--- src/rtl/dzss_pkg.sv ---
// distance zone speed selector: shared types and constants
// zone codes, configuration register indexes, reset values, register bundle
// no dependencies
package dzss_pkg;

	// field widths fixed by the interface
	localparam int unsigned DIST_W  = 16;
	localparam int unsigned SPEED_W = 6;
	localparam int unsigned ZONE_W  = 2;
	localparam int unsigned CFG_IDX_W  = 3;
	localparam int unsigned CFG_DATA_W = 16;

	// zone codes; the unused code behaves like far
	typedef enum logic [ZONE_W-1:0] {
		ZONE_NEAR = 2'd0,
		ZONE_MID  = 2'd1,
		ZONE_FAR  = 2'd2
	} zone_t;

	// configuration register indexes
	localparam logic [CFG_IDX_W-1:0] CFG_NEAR_LIMIT     = 3'd0;
	localparam logic [CFG_IDX_W-1:0] CFG_MID_LOW_LIMIT  = 3'd1;
	localparam logic [CFG_IDX_W-1:0] CFG_MID_HIGH_LIMIT = 3'd2;
	localparam logic [CFG_IDX_W-1:0] CFG_FAR_LIMIT      = 3'd3;
	localparam logic [CFG_IDX_W-1:0] CFG_SPEED_NEAR     = 3'd4;
	localparam logic [CFG_IDX_W-1:0] CFG_SPEED_MID      = 3'd5;
	localparam logic [CFG_IDX_W-1:0] CFG_SPEED_FAR      = 3'd6;

	// register reset values
	localparam logic [DIST_W-1:0]  RST_NEAR_LIMIT     = 16'd330;
	localparam logic [DIST_W-1:0]  RST_MID_LOW_LIMIT  = 16'd370;
	localparam logic [DIST_W-1:0]  RST_MID_HIGH_LIMIT = 16'd520;
	localparam logic [DIST_W-1:0]  RST_FAR_LIMIT      = 16'd580;
	localparam logic [SPEED_W-1:0] RST_SPEED_NEAR     = 6'd16;
	localparam logic [SPEED_W-1:0] RST_SPEED_MID      = 6'd21;
	localparam logic [SPEED_W-1:0] RST_SPEED_FAR      = 6'd26;

	// configuration register bundle
	typedef struct packed {
		logic [DIST_W-1:0]  near_limit;
		logic [DIST_W-1:0]  mid_low_limit;
		logic [DIST_W-1:0]  mid_high_limit;
		logic [DIST_W-1:0]  far_limit;
		logic [SPEED_W-1:0] speed_near;
		logic [SPEED_W-1:0] speed_mid;
		logic [SPEED_W-1:0] speed_far;
	} cfg_regs_t;

	// zone decision for one sample
	typedef struct packed {
		zone_t              zone_sel;
		zone_t              zone_next;
		logic [SPEED_W-1:0] speed;
	} zone_dec_t;

endpackage

--- src/rtl/distance_zone_speed_selector_unit.sv ---
// distance zone speed selector: top level with registers and handshakes
// holds configuration, filter state, input stage and result register
// depends on dzss_pkg and dzss_datapath
//
// Usage:
//   in channel   : in_valid/in_ready, one distance_cm sample per beat
//   out channel  : out_valid/out_ready, one beat per sample with target_speed,
//                  speed_zone and smoothed_distance
//   cfg channel  : cfg_valid/cfg_ready with cfg_index and cfg_data; always
//                  ready, write only while no sample is in flight
// An input beat passes through the input register, then the filter/zone logic
// into the result register, and leaves as the output beat.
// Throughput is one sample per cycle while the receiver accepts results; the
// filter state and zone feed back combinationally, bounded by the reciprocal divide by five.
// Reset clears the filter to zero, the zone to near, both stage valids, and
// loads the default limits and speeds.
// When the receiver stalls, the result register holds its beat and the
// input register keeps one more sample; in_ready drops once both are full.
module distance_zone_speed_selector_unit #(
	parameter int unsigned FRACTION_BITS = 4
) (
	input  logic                              clk,
	input  logic                              arst_n,
	input  logic                              in_valid,
	output logic                              in_ready,
	input  logic [dzss_pkg::DIST_W-1:0]       distance_cm,
	output logic                              out_valid,
	input  logic                              out_ready,
	output logic [dzss_pkg::SPEED_W-1:0]      target_speed,
	output logic [dzss_pkg::ZONE_W-1:0]       speed_zone,
	output logic [dzss_pkg::DIST_W-1:0]       smoothed_distance,
	input  logic                              cfg_valid,
	output logic                              cfg_ready,
	input  logic [dzss_pkg::CFG_IDX_W-1:0]    cfg_index,
	input  logic [dzss_pkg::CFG_DATA_W-1:0]   cfg_data
);
	import dzss_pkg::*;

	localparam int unsigned FILT_W = DIST_W + FRACTION_BITS;

	cfg_regs_t            cfg_q;
	logic [FILT_W-1:0]    filt_q;
	zone_t                zone_q;
	logic                 valid_s1;
	logic [DIST_W-1:0]    dist_s1;
	logic                 valid_s2;
	logic [SPEED_W-1:0]   speed_s2;
	zone_t                zone_s2;
	logic [DIST_W-1:0]    smooth_s2;
	logic [FILT_W-1:0]    filt_new;
	zone_dec_t            dec;
	logic                 advance;

	// configuration writes
	assign cfg_ready = 1'b1;

	always_ff @(posedge clk or negedge arst_n) begin
		if (!arst_n) begin
			cfg_q.near_limit     <= RST_NEAR_LIMIT;
			cfg_q.mid_low_limit  <= RST_MID_LOW_LIMIT;
			cfg_q.mid_high_limit <= RST_MID_HIGH_LIMIT;
			cfg_q.far_limit      <= RST_FAR_LIMIT;
			cfg_q.speed_near     <= RST_SPEED_NEAR;
			cfg_q.speed_mid      <= RST_SPEED_MID;
			cfg_q.speed_far      <= RST_SPEED_FAR;
		end else if (cfg_valid && cfg_ready) begin
			case (cfg_index)
				CFG_NEAR_LIMIT:     cfg_q.near_limit     <= cfg_data;
				CFG_MID_LOW_LIMIT:  cfg_q.mid_low_limit  <= cfg_data;
				CFG_MID_HIGH_LIMIT: cfg_q.mid_high_limit <= cfg_data;
				CFG_FAR_LIMIT:      cfg_q.far_limit      <= cfg_data;
				CFG_SPEED_NEAR:     cfg_q.speed_near     <= cfg_data[SPEED_W-1:0];
				CFG_SPEED_MID:      cfg_q.speed_mid      <= cfg_data[SPEED_W-1:0];
				CFG_SPEED_FAR:      cfg_q.speed_far      <= cfg_data[SPEED_W-1:0];
				default: ;
			endcase
		end
	end

	// stage handshakes: s1 moves into the result register when it is free
	assign advance  = valid_s1 && (!valid_s2 || out_ready);
	assign in_ready = !valid_s1 || advance;

	// input register
	always_ff @(posedge clk or negedge arst_n) begin
		if (!arst_n) begin
			valid_s1 <= 1'b0;
		end else if (in_ready) begin
			valid_s1 <= in_valid;
		end
	end

	always_ff @(posedge clk) begin
		if (in_valid && in_ready) begin
			dist_s1 <= distance_cm;
		end
	end

	// filter and zone logic
	dzss_datapath #(
		.FRACTION_BITS (FRACTION_BITS)
	) u_datapath (
		.distance_cm (dist_s1),
		.filt_old    (filt_q),
		.zone_cur    (zone_q),
		.cfg         (cfg_q),
		.filt_new    (filt_new),
		.dec         (dec)
	);

	// filter state and stored zone update once per sample
	always_ff @(posedge clk or negedge arst_n) begin
		if (!arst_n) begin
			filt_q <= '0;
			zone_q <= ZONE_NEAR;
		end else if (advance) begin
			filt_q <= filt_new;
			zone_q <= dec.zone_next;
		end
	end

	// result register
	always_ff @(posedge clk or negedge arst_n) begin
		if (!arst_n) begin
			valid_s2 <= 1'b0;
		end else if (!valid_s2 || out_ready) begin
			valid_s2 <= valid_s1;
		end
	end

	always_ff @(posedge clk) begin
		if (advance) begin
			speed_s2  <= dec.speed;
			zone_s2   <= dec.zone_sel;
			smooth_s2 <= DIST_W'(filt_new >> FRACTION_BITS);
		end
	end

	assign out_valid         = valid_s2;
	assign target_speed      = speed_s2;
	assign speed_zone        = zone_s2;
	assign smoothed_distance = smooth_s2;

endmodule

--- src/rtl/dzss_datapath.sv ---
// distance zone speed selector: filter update and zone decision for one sample
// exponential average with divide by five via reciprocal multiply, band tests
// depends on dzss_pkg
module dzss_datapath #(
	parameter int unsigned FRACTION_BITS = 4
) (
	input  logic [dzss_pkg::DIST_W-1:0]          distance_cm,
	input  logic [dzss_pkg::DIST_W+FRACTION_BITS-1:0] filt_old,
	input  dzss_pkg::zone_t                      zone_cur,
	input  dzss_pkg::cfg_regs_t                  cfg,
	output logic [dzss_pkg::DIST_W+FRACTION_BITS-1:0] filt_new,
	output dzss_pkg::zone_dec_t                  dec
);
	import dzss_pkg::*;

	localparam int unsigned FILT_W = DIST_W + FRACTION_BITS;
	// 3*old + 2*sample needs three extra bits
	localparam int unsigned SUM_W  = FILT_W + 3;
	localparam int unsigned DIV_SH = SUM_W + 2;
	localparam logic [SUM_W-1:0] RECIP = SUM_W'(((64'd1 << DIV_SH) + 64'd4) / 64'd5);
	localparam logic [FILT_W-1:0] FILT_MAX = {FILT_W{1'b1}};

	logic [FILT_W-1:0]  sample;
	logic [SUM_W-1:0]   sum;
	logic [2*SUM_W-1:0] prod;
	logic [SUM_W-1:0]   quot;
	logic [FILT_W-1:0]  f;
	logic [FILT_W-1:0]  t_near;
	logic [FILT_W-1:0]  t_mlo;
	logic [FILT_W-1:0]  t_mhi;
	logic [FILT_W-1:0]  t_far;
	logic               lt_near;
	logic               gt_mlo;
	logic               lt_mlo;
	logic               gt_mhi;
	logic               lt_mhi;
	logic               gt_far;
	zone_t              sel;
	zone_t              nxt;

	// (6*old + 4*sample)/10 == (3*old + 2*sample)/5
	assign sample = FILT_W'(distance_cm) << FRACTION_BITS;
	assign sum    = (SUM_W'(filt_old) << 1) + SUM_W'(filt_old) + (SUM_W'(sample) << 1);
	assign prod   = (2*SUM_W)'(sum) * (2*SUM_W)'(RECIP);
	assign quot   = SUM_W'(prod >> DIV_SH);

	// saturate at the top of the state width
	always_comb begin
		if (quot > SUM_W'(FILT_MAX)) begin
			f = FILT_MAX;
		end else begin
			f = quot[FILT_W-1:0];
		end
	end
	assign filt_new = f;

	// limits aligned to the fixed-point format
	assign t_near = FILT_W'(cfg.near_limit) << FRACTION_BITS;
	assign t_mlo  = FILT_W'(cfg.mid_low_limit) << FRACTION_BITS;
	assign t_mhi  = FILT_W'(cfg.mid_high_limit) << FRACTION_BITS;
	assign t_far  = FILT_W'(cfg.far_limit) << FRACTION_BITS;

	assign lt_near = f < t_near;
	assign gt_mlo  = f > t_mlo;
	assign lt_mlo  = f < t_mlo;
	assign gt_mhi  = f > t_mhi;
	assign lt_mhi  = f < t_mhi;
	assign gt_far  = f > t_far;

	// stage one: forced zone from band tests, else keep
	always_comb begin
		if (lt_near) begin
			sel = ZONE_NEAR;
		end else if (gt_mlo && lt_mhi) begin
			sel = ZONE_MID;
		end else if (gt_far) begin
			sel = ZONE_FAR;
		end else begin
			sel = zone_cur;
		end
	end

	// stage two: hysteresis move for the next sample
	always_comb begin
		nxt = sel;
		case (sel)
			ZONE_NEAR: begin
				if (gt_mhi) begin
					nxt = ZONE_FAR;
				end else if (gt_mlo) begin
					nxt = ZONE_MID;
				end
			end
			ZONE_MID: begin
				if (gt_far) begin
					nxt = ZONE_FAR;
				end else if (lt_near) begin
					nxt = ZONE_NEAR;
				end
			end
			default: begin
				if (lt_mlo) begin
					nxt = ZONE_NEAR;
				end else if (lt_mhi) begin
					nxt = ZONE_MID;
				end else begin
					nxt = ZONE_FAR;
				end
			end
		endcase
	end

	// speed of the stage-one zone
	always_comb begin
		dec.zone_sel  = sel;
		dec.zone_next = nxt;
		case (sel)
			ZONE_NEAR: dec.speed = cfg.speed_near;
			ZONE_MID:  dec.speed = cfg.speed_mid;
			default:   dec.speed = cfg.speed_far;
		endcase
	end

endmodule
--- config.mk ---
export PLATFORM = sky130hd
export DESIGN_NAME = distance_zone_speed_selector_unit
export DESIGN_NICKNAME = d
export VERILOG_FILES = /design/src/rtl/dzss_pkg.sv /design/src/rtl/distance_zone_speed_selector_unit.sv /design/src/rtl/dzss_datapath.sv
export SDC_FILE = /design/constraint.sdc
export NUM_CORES = 1
export LEC_CHECK = 0
export BUFFER_PORTS_ARGS = -buffer_cell sky130_fd_sc_hd__clkbuf_2
export CELL_PAD_IN_SITES_DETAIL_PLACEMENT = 0
export CELL_PAD_IN_SITES_GLOBAL_PLACEMENT = 1
export CORE_UTILIZATION = 47
export CTS_BUF_LIST = sky130_fd_sc_hd__clkbuf_4 sky130_fd_sc_hd__clkbuf_8
export DETAILED_ROUTE_END_ITERATION = 8
export HOLD_SLACK_MARGIN = 0.15
export PLACE_DENSITY_LB_ADDON = 0.2
export SYNTH_ARGS = -nofsm -noshare
export SYNTH_HDL_FRONTEND = slang
export SYNTH_SLANG_ARGS = --single-unit
--- constraint.sdc ---
create_clock -name clk -period 12.5 [get_ports clk]
set_input_delay 1.875 -clock clk [delete_from_list [all_inputs] [get_ports clk]]
set_output_delay 1.875 -clock clk [all_outputs]
set_load 0.005 [all_outputs]
Word level (Yosys, flattened, before mapping)
Index checks and enable logic that the tools add are counted.
- register bits: 146
- input port bits: 40
- output and inout port bits: 27
- word-level logic and storage cells: 60
- $add $sub $neg: 2
- $mul: 1
- order comparisons: 7
- eq/ne operators: 7
- mux-type cells: 12
- reduce and logical (&&, ||, !) cells: 16
- operator list (operator ; number):
    20-bit > comparator ; 3
    20-bit less-than comparator ; 3
    23-bit by 23-bit multiplier with 46-bit output (second input constant) ; 1
    23-bit by 21-bit adder with 23-bit output ; 1
    21-bit by 20-bit adder with 22-bit output ; 1
    21-bit by 20-bit > comparator with 1-bit output (second input constant) ; 1
    20-bit two-way mux ; 1
    2-bit two-way mux ; 9
    2-bit AND reduction ; 7
    6-bit case mux with 2 select lines ; 1
    3-bit equality test (second input constant) ; 3
    3-bit by 2-bit equality test with 1-bit output (second input constant) ; 2
    2-bit case mux with 2 select lines ; 1
    3-bit by 1-bit equality test with 1-bit output (second input constant) ; 1
    1-bit logical AND ; 3
    3-bit logical NOT ; 1
    2-bit by 1-bit equality test with 1-bit output (second input constant) ; 1
    1-bit logical NOT ; 2
    2-bit logical NOT ; 1
    1-bit logical OR ; 2

Longest topological paths before layout
- depth after elaboration: 12
- depth in mapped cells: 59
- depth with buffers taken out: 57

By module
Synthesis repeated with hierarchy kept, for this count alone.
- cell total of the unflattened synthesis: 1703
- area, all modules: 18096.1 µm²
- by module, submodules not included (module ; times used ; cells each ; area each (µm²) ; seq. area each (µm²)):
    dzss_datapath ; 1 ; 1427 ; 12829.8 ; 0.0
    distance_zone_speed_selector_unit ; 1 ; 276 ; 5266.3 ; 3880.0

Worst setup path before layout
OpenSTA, ideal clock, no wires.
- path kind: register to register
- from: register filt_q[0]
- to: register speed_s2[0], in the netlist target_speed[0], data pin
- setup time: 0.263 ns
- arrival time: 12.409 ns
- data required time: 12.237 ns
- setup slack: -0.172 ns
- cell stages (with the launch flop): 54
- buffers on the path: 2
- cell sequence: dfrtp_1 > ha_1 > inv_1 > fa_1 > nor2b_1 > o21ai_0 > a21boi_0 > o21ai_0 > a21boi_0 > o21ai_0 > a21oi_1 > o21ai_0 > o21bai_1 > a21oi_1 > xnor2_1 > ha_1 > or2_2 > a21oi_1 > (+18 left out) > a211oi_4 > a211oi_1 > nor2_1 > clkbuf_1 > nand2_1 > ha_1 > a21o_1 > a21o_1 > a21o_1 > a21o_1 > a221oi_1 > o21ai_0 > a2111oi_4 > nor2_2 > or4_1 > buf_4 > nand3_1 > a31oi_1
- RTL lines (what ; RTL line ; RTL):
    start: declaration ; distance_zone_speed_selector_unit.sv:42 ; logic [FILT_W-1:0] filt_q;
    start signal: assignment ; distance_zone_speed_selector_unit.sv:117 ; filt_q <= filt_new;
    end signal: assignment ; distance_zone_speed_selector_unit.sv:133 ; speed_s2 <= dec.speed;
    end: declaration ; distance_zone_speed_selector_unit.sv:47 ; logic [SPEED_W-1:0] speed_s2;

Worst setup path after layout
- from: register filt_q[1]
- to: register zone_q[0]
- word-level cells in the longest chain between the ends: 12
- elaborated cells on any way between the ends: 24
- classes of those cells: 2 x add/sub; 1 x mul; 7 x order compare; 1 x eq/ne; 11 x mux; 2 x reduce/logical
- RTL lines (what ; RTL line ; RTL):
    21-bit by 20-bit adder with 22-bit output (*) ; dzss_datapath.sv:43 ; assign sum = (SUM_W'(filt_old) << 1) + SUM_W'(filt_old) + (SUM_W'(sample) << 1);
    23-bit by 21-bit adder with 23-bit output (*) ; dzss_datapath.sv:43 ;
    23-bit by 23-bit multiplier with 46-bit output (*) ; dzss_datapath.sv:44 ; assign prod = (2*SUM_W)'(sum) * (2*SUM_W)'(RECIP);
    21-bit by 20-bit > comparator with 1-bit output ; dzss_datapath.sv:49 ; if (quot > SUM_W'(FILT_MAX)) begin
    20-bit two-way mux (*) ; dzss_datapath.sv:49 ;
    via filt_new[10] ; distance_zone_speed_selector_unit.sv:50 ; logic [FILT_W-1:0] filt_new;
    20-bit > comparator (tied with other cells) ; dzss_datapath.sv:68 ; assign gt_far = f > t_far;
    2-bit two-way mux or 1-bit logical AND (tied branches) ; dzss_datapath.sv:76, dzss_datapath.sv:74 ;
    2-bit two-way mux ; dzss_datapath.sv:74 ; end else if (gt_mlo && lt_mhi) begin
    2-bit two-way mux ; dzss_datapath.sv:72 ; if (lt_near) begin
    2-bit two-way mux (on tied branches) ; dzss_datapath.sv:97, dzss_datapath.sv:90 ;
    2-bit two-way mux (on tied branches) ; dzss_datapath.sv:95, dzss_datapath.sv:88 ;
    2-bit case mux with 2 select lines (*) ; dzss_datapath.sv:86 ; case (sel)
    end signal: assignment ; distance_zone_speed_selector_unit.sv:118 ; zone_q <= dec.zone_next;
    end: declaration ; distance_zone_speed_selector_unit.sv:43 ; zone_t zone_q;
The timed path passes the listed nets; every way through them passes the cells marked *.
A chain may end at the register's enable or synchronous reset.

==> impl_results.md <==
* Largest net degree at the start of global routing at 70
* Clock Pin Slew Worst Setup and Hold Paths at 0.09 ns
* Top cell type's share of synthesized area at 23.1%
* Library cells used by synthesis at between 70 and 80
* Cell taking the most area after synthesis: fa_1
* Vias in the first global route at ~15000
* Number of buffers created by CTS at 17
* CP max stage cell: fa_2
* Initial antenna violation count at 1
* Per-cell routed wire length at ~19 um
* Setup crit start kind: flop
* Syn Area/Cell at ~10 um^2
* Grt ovf at 0
* Worst setup margin at 0.382 ns
* Type of the worst setup path: flop to flop
* Top FF cell, synth: dfrtp_1
* Post-CTS Hold Buffers at 0
* Starting DRT DRC Count at between 600 and 700
* Die area at ~39000 um^2
* Layout net count at between 2000 and 3000
* Post-place setup slack at -0.715 ns
* Hold WC Path Type: flop to flop
* Post-synth ARST share at 72.6%
* Worst stage delay on the critical path at around 0.56 ns
* Slew HR at approximately a third
* Period utilization at 96.9%
* Top Ports at 67
* Initial core utilization at 47.7%
* Mapped cell area at 18000 um^2
* Clk sinks at around 150
* Antenna Nets Post-Route at 0
* Final hold violations at 0
* Finished Core Util at around three fifths
* Row count at a little over 70
* Synth Instances at 1804
* Dpl cells at around 2600
* Non-filler instance count after layout at about 2700
* Post-synthesis sequential area ratio at a little over a fifth
* Final setup vio count at 0
* Setup Skew at roughly 0.018 ns
* Via count at ~14000
* Die Wd at between 150 and 200 um
* DR pass1 iterations at 5
* ANT cells at 0
* Status: complete, no violations
* Final GP Congestion at roughly 0.98
* Setup TNS after final layout at 0 ns
* Layout cells sized above 1 at between 20% and 30%
* Mapped Nets at 2358
* #FFs+latches synth at between 100 and 150
* Clock Latency Late Sink at around 0.47 ns
* Most used cell, CP: inv_2
* Reg2reg path depth at 56
* Post-DP HPWL at 41600 um
* CTS tree: yes
* Clock Path Buffers at 2
* Total global-route track usage at between 20% and 30%
* RSZ-0062 raised after global routing: true
* Period minus WS final at 12.12 ns
* Worst-Margin Slew at roughly 1.0 ns
* First-pass GRT wire length at approximately 80000 um
* Core Area at between 30000 and 40000 um^2
* Post-synth EDFFs at 40
* CP Data Required Time at around 13 ns
* Critical-path maximum fanout at 8
* Synth warn at 0
* Via density at 5.14
* Die height at 197 um
* DR DRC count at 0
* Max cap viols at 0
* CP arrival at ~13 ns
* Achievable Freq at between 0.08 and 0.09 GHz
* CP Capture Type: flop
* Final wirelength at approximately 50000 um
* Slew Limit Fails at 0
* WHS Path Cells at 2
* CTS H-tree depth at 4
* Buffers added on ports at 65
* Top cells by area in the synthesized netlist: fa_1 23%, ha_1 21%, dfrtp_1 12%
* Clk root buf: clkbuf_8
* Area grow syn2layout at 24.8%
==> critical path, delay by kind of cell, from the launching register on <==
family                     cells  cell delay [ns]
and+or+nand+nor                6             1.28
xor gates and xnor gates       2             0.37
AOI/OAI and AO/OA             26             4.27
DFF                            1             0.38
buffers and inverters         10             1.05
adders and majority gates     12             4.65
==> synthesized netlist by cell type, types with 5 or more instances <==
| master | n |
|---|---|
| a211oi_1 | 12 |
| a21o_1 | 28 |
| a21oi_1 | 74 |
| a221oi_1 | 5 |
| a31oi_1 | 20 |
| and2_1 | 6 |
| clkbuf_1 | 17 |
| dfrtp_1 | 85 |
| dfstp_2 | 21 |
| edfxtp_1 | 40 |
| fa_1 | 207 |
| ha_1 | 307 |
| inv_1 | 403 |
| mux2_2 | 40 |
| nand2_1 | 110 |
| nand2b_1 | 8 |
| nand3_1 | 22 |
| nand4_1 | 21 |
| nor2_1 | 59 |
| nor2b_1 | 6 |
| nor3_1 | 22 |
| nor4_1 | 5 |
| o211ai_1 | 12 |
| o21a_1 | 10 |
| o21ai_0 | 94 |
| o21bai_1 | 9 |
| or2_2 | 9 |
| or3_1 | 6 |
| xnor2_1 | 46 |
| xor2_1 | 18 |
==> layer usage <==
layer  up-vias  GRT usage, %  share of wire (%)  routed length [um]
li1       6674             -                  -                   -
met1      6769          34.2                 43               21700
met2       238          46.8                 50               25100
met3        69          3.79                3.8                1880
met4         0          7.98                2.8                1400
met5         -             0                  0                   0
==> flip-flops by register name, summed over array words and instances (netlist names) <==
| name | count |
|---|---|
| cfg_q | 82 |
| filt_q | 20 |
| dist_s1 | 16 |
| smoothed_distance | 16 |
| target_speed | 6 |
| speed_zone | 2 |
| zone_q | 2 |
| out_valid | 1 |
| valid_s1 | 1 |
==> final cells by class <==
| type | instances | area, um^2 |
|---|---|---|
| clock inverters | 14 | 151 |
| inverters | 404 | 1520 |
| fillers | 3284 | 15300 |
| multi-input cells | 1231 | 13400 |
| repair buffers | 352 | 2530 |
| clock buffers | 18 | 241 |
| well taps | 511 | 639 |
| flip-flops and latches | 146 | 3880 |
==> final timing paths <==
path                                       startpoint                     to  slack, ns
worst min-delay path            cfg_q[37]$_DFFE_PN1P_  cfg_q[37]$_DFFE_PN1P_       0.51
worst min register to register  cfg_q[37]$_DFFE_PN1P_  cfg_q[37]$_DFFE_PN1P_       0.51
max in group asynchronous                      arst_n  cfg_q[30]$_DFFE_PN0P_       9.78
worst max-delay path            filt_q[1]$_DFFE_PN0P_  zone_q[0]$_DFFE_PN0P_       0.38
min in group asynchronous                      arst_n   cfg_q[7]$_DFFE_PN0P_       1.36
worst max register to register  filt_q[1]$_DFFE_PN0P_  zone_q[0]$_DFFE_PN0P_       0.38
==> logic make-up (layout without fill, tap and decap cells) <==
family	count (synthesis)	count (layout)	share of synthesized area, %
multiplexers	42	42	2.62
AND/OR/NAND/NOR	300	300	8.05
XOR/XNOR	65	65	3.21
flip-flops	146	146	21.6
adder cells (fa/ha/maj)	514	514	44.5
AO/OA/AOI/OAI	309	309	11.0
other	1	1	0.0209
buffers and inverters	427	788	9.01
==> placed cells by master, fill, tap and decap left out, types with 13 or more instances in the layout <==
cell      count
inv_2        18
nand2_1     103
o21ai_0      70
o21ai_1      14
dfstp_2      21
mux2_2       40
nor2_1       51
a31oi_1      18
inv_1       386
ha_1        283
nor3_1       15
xor2_1       16
fa_1        198
nand3_1      18
a21oi_2      13
a21oi_1      60
a21o_1       28
buf_4       277
dfrtp_1      84
ha_4         22
clkbuf_2     64
edfxtp_1     40
nand4_1      21
clkbuf_8     17
xnor2_1      35
==> repair_timing <==
item,4_1_cts,5_1_grt
endpoints found under the setup margin,10,10
gates resized for setup,49,163
pin swaps,29,136
setup buffers,11,32
==> stage by stage <==
| step | area (um^2) | hold WS (ns) |
|---|---|---|
| 3_3_place_gp | 20700 | 0.474 |
| 3_5_place_dp | 20700 | 0.490 |
| 5_1_grt | 22400 | 0.521 |
| 2_1_floorplan | 18000 | 0.457 |
| 6_report | 22400 | 0.507 |
| 4_1_cts | 21400 | 0.513 |
Power is not shown: default switching activity piles up to over one toggle a cycle in this logic, so the estimate is an artifact.
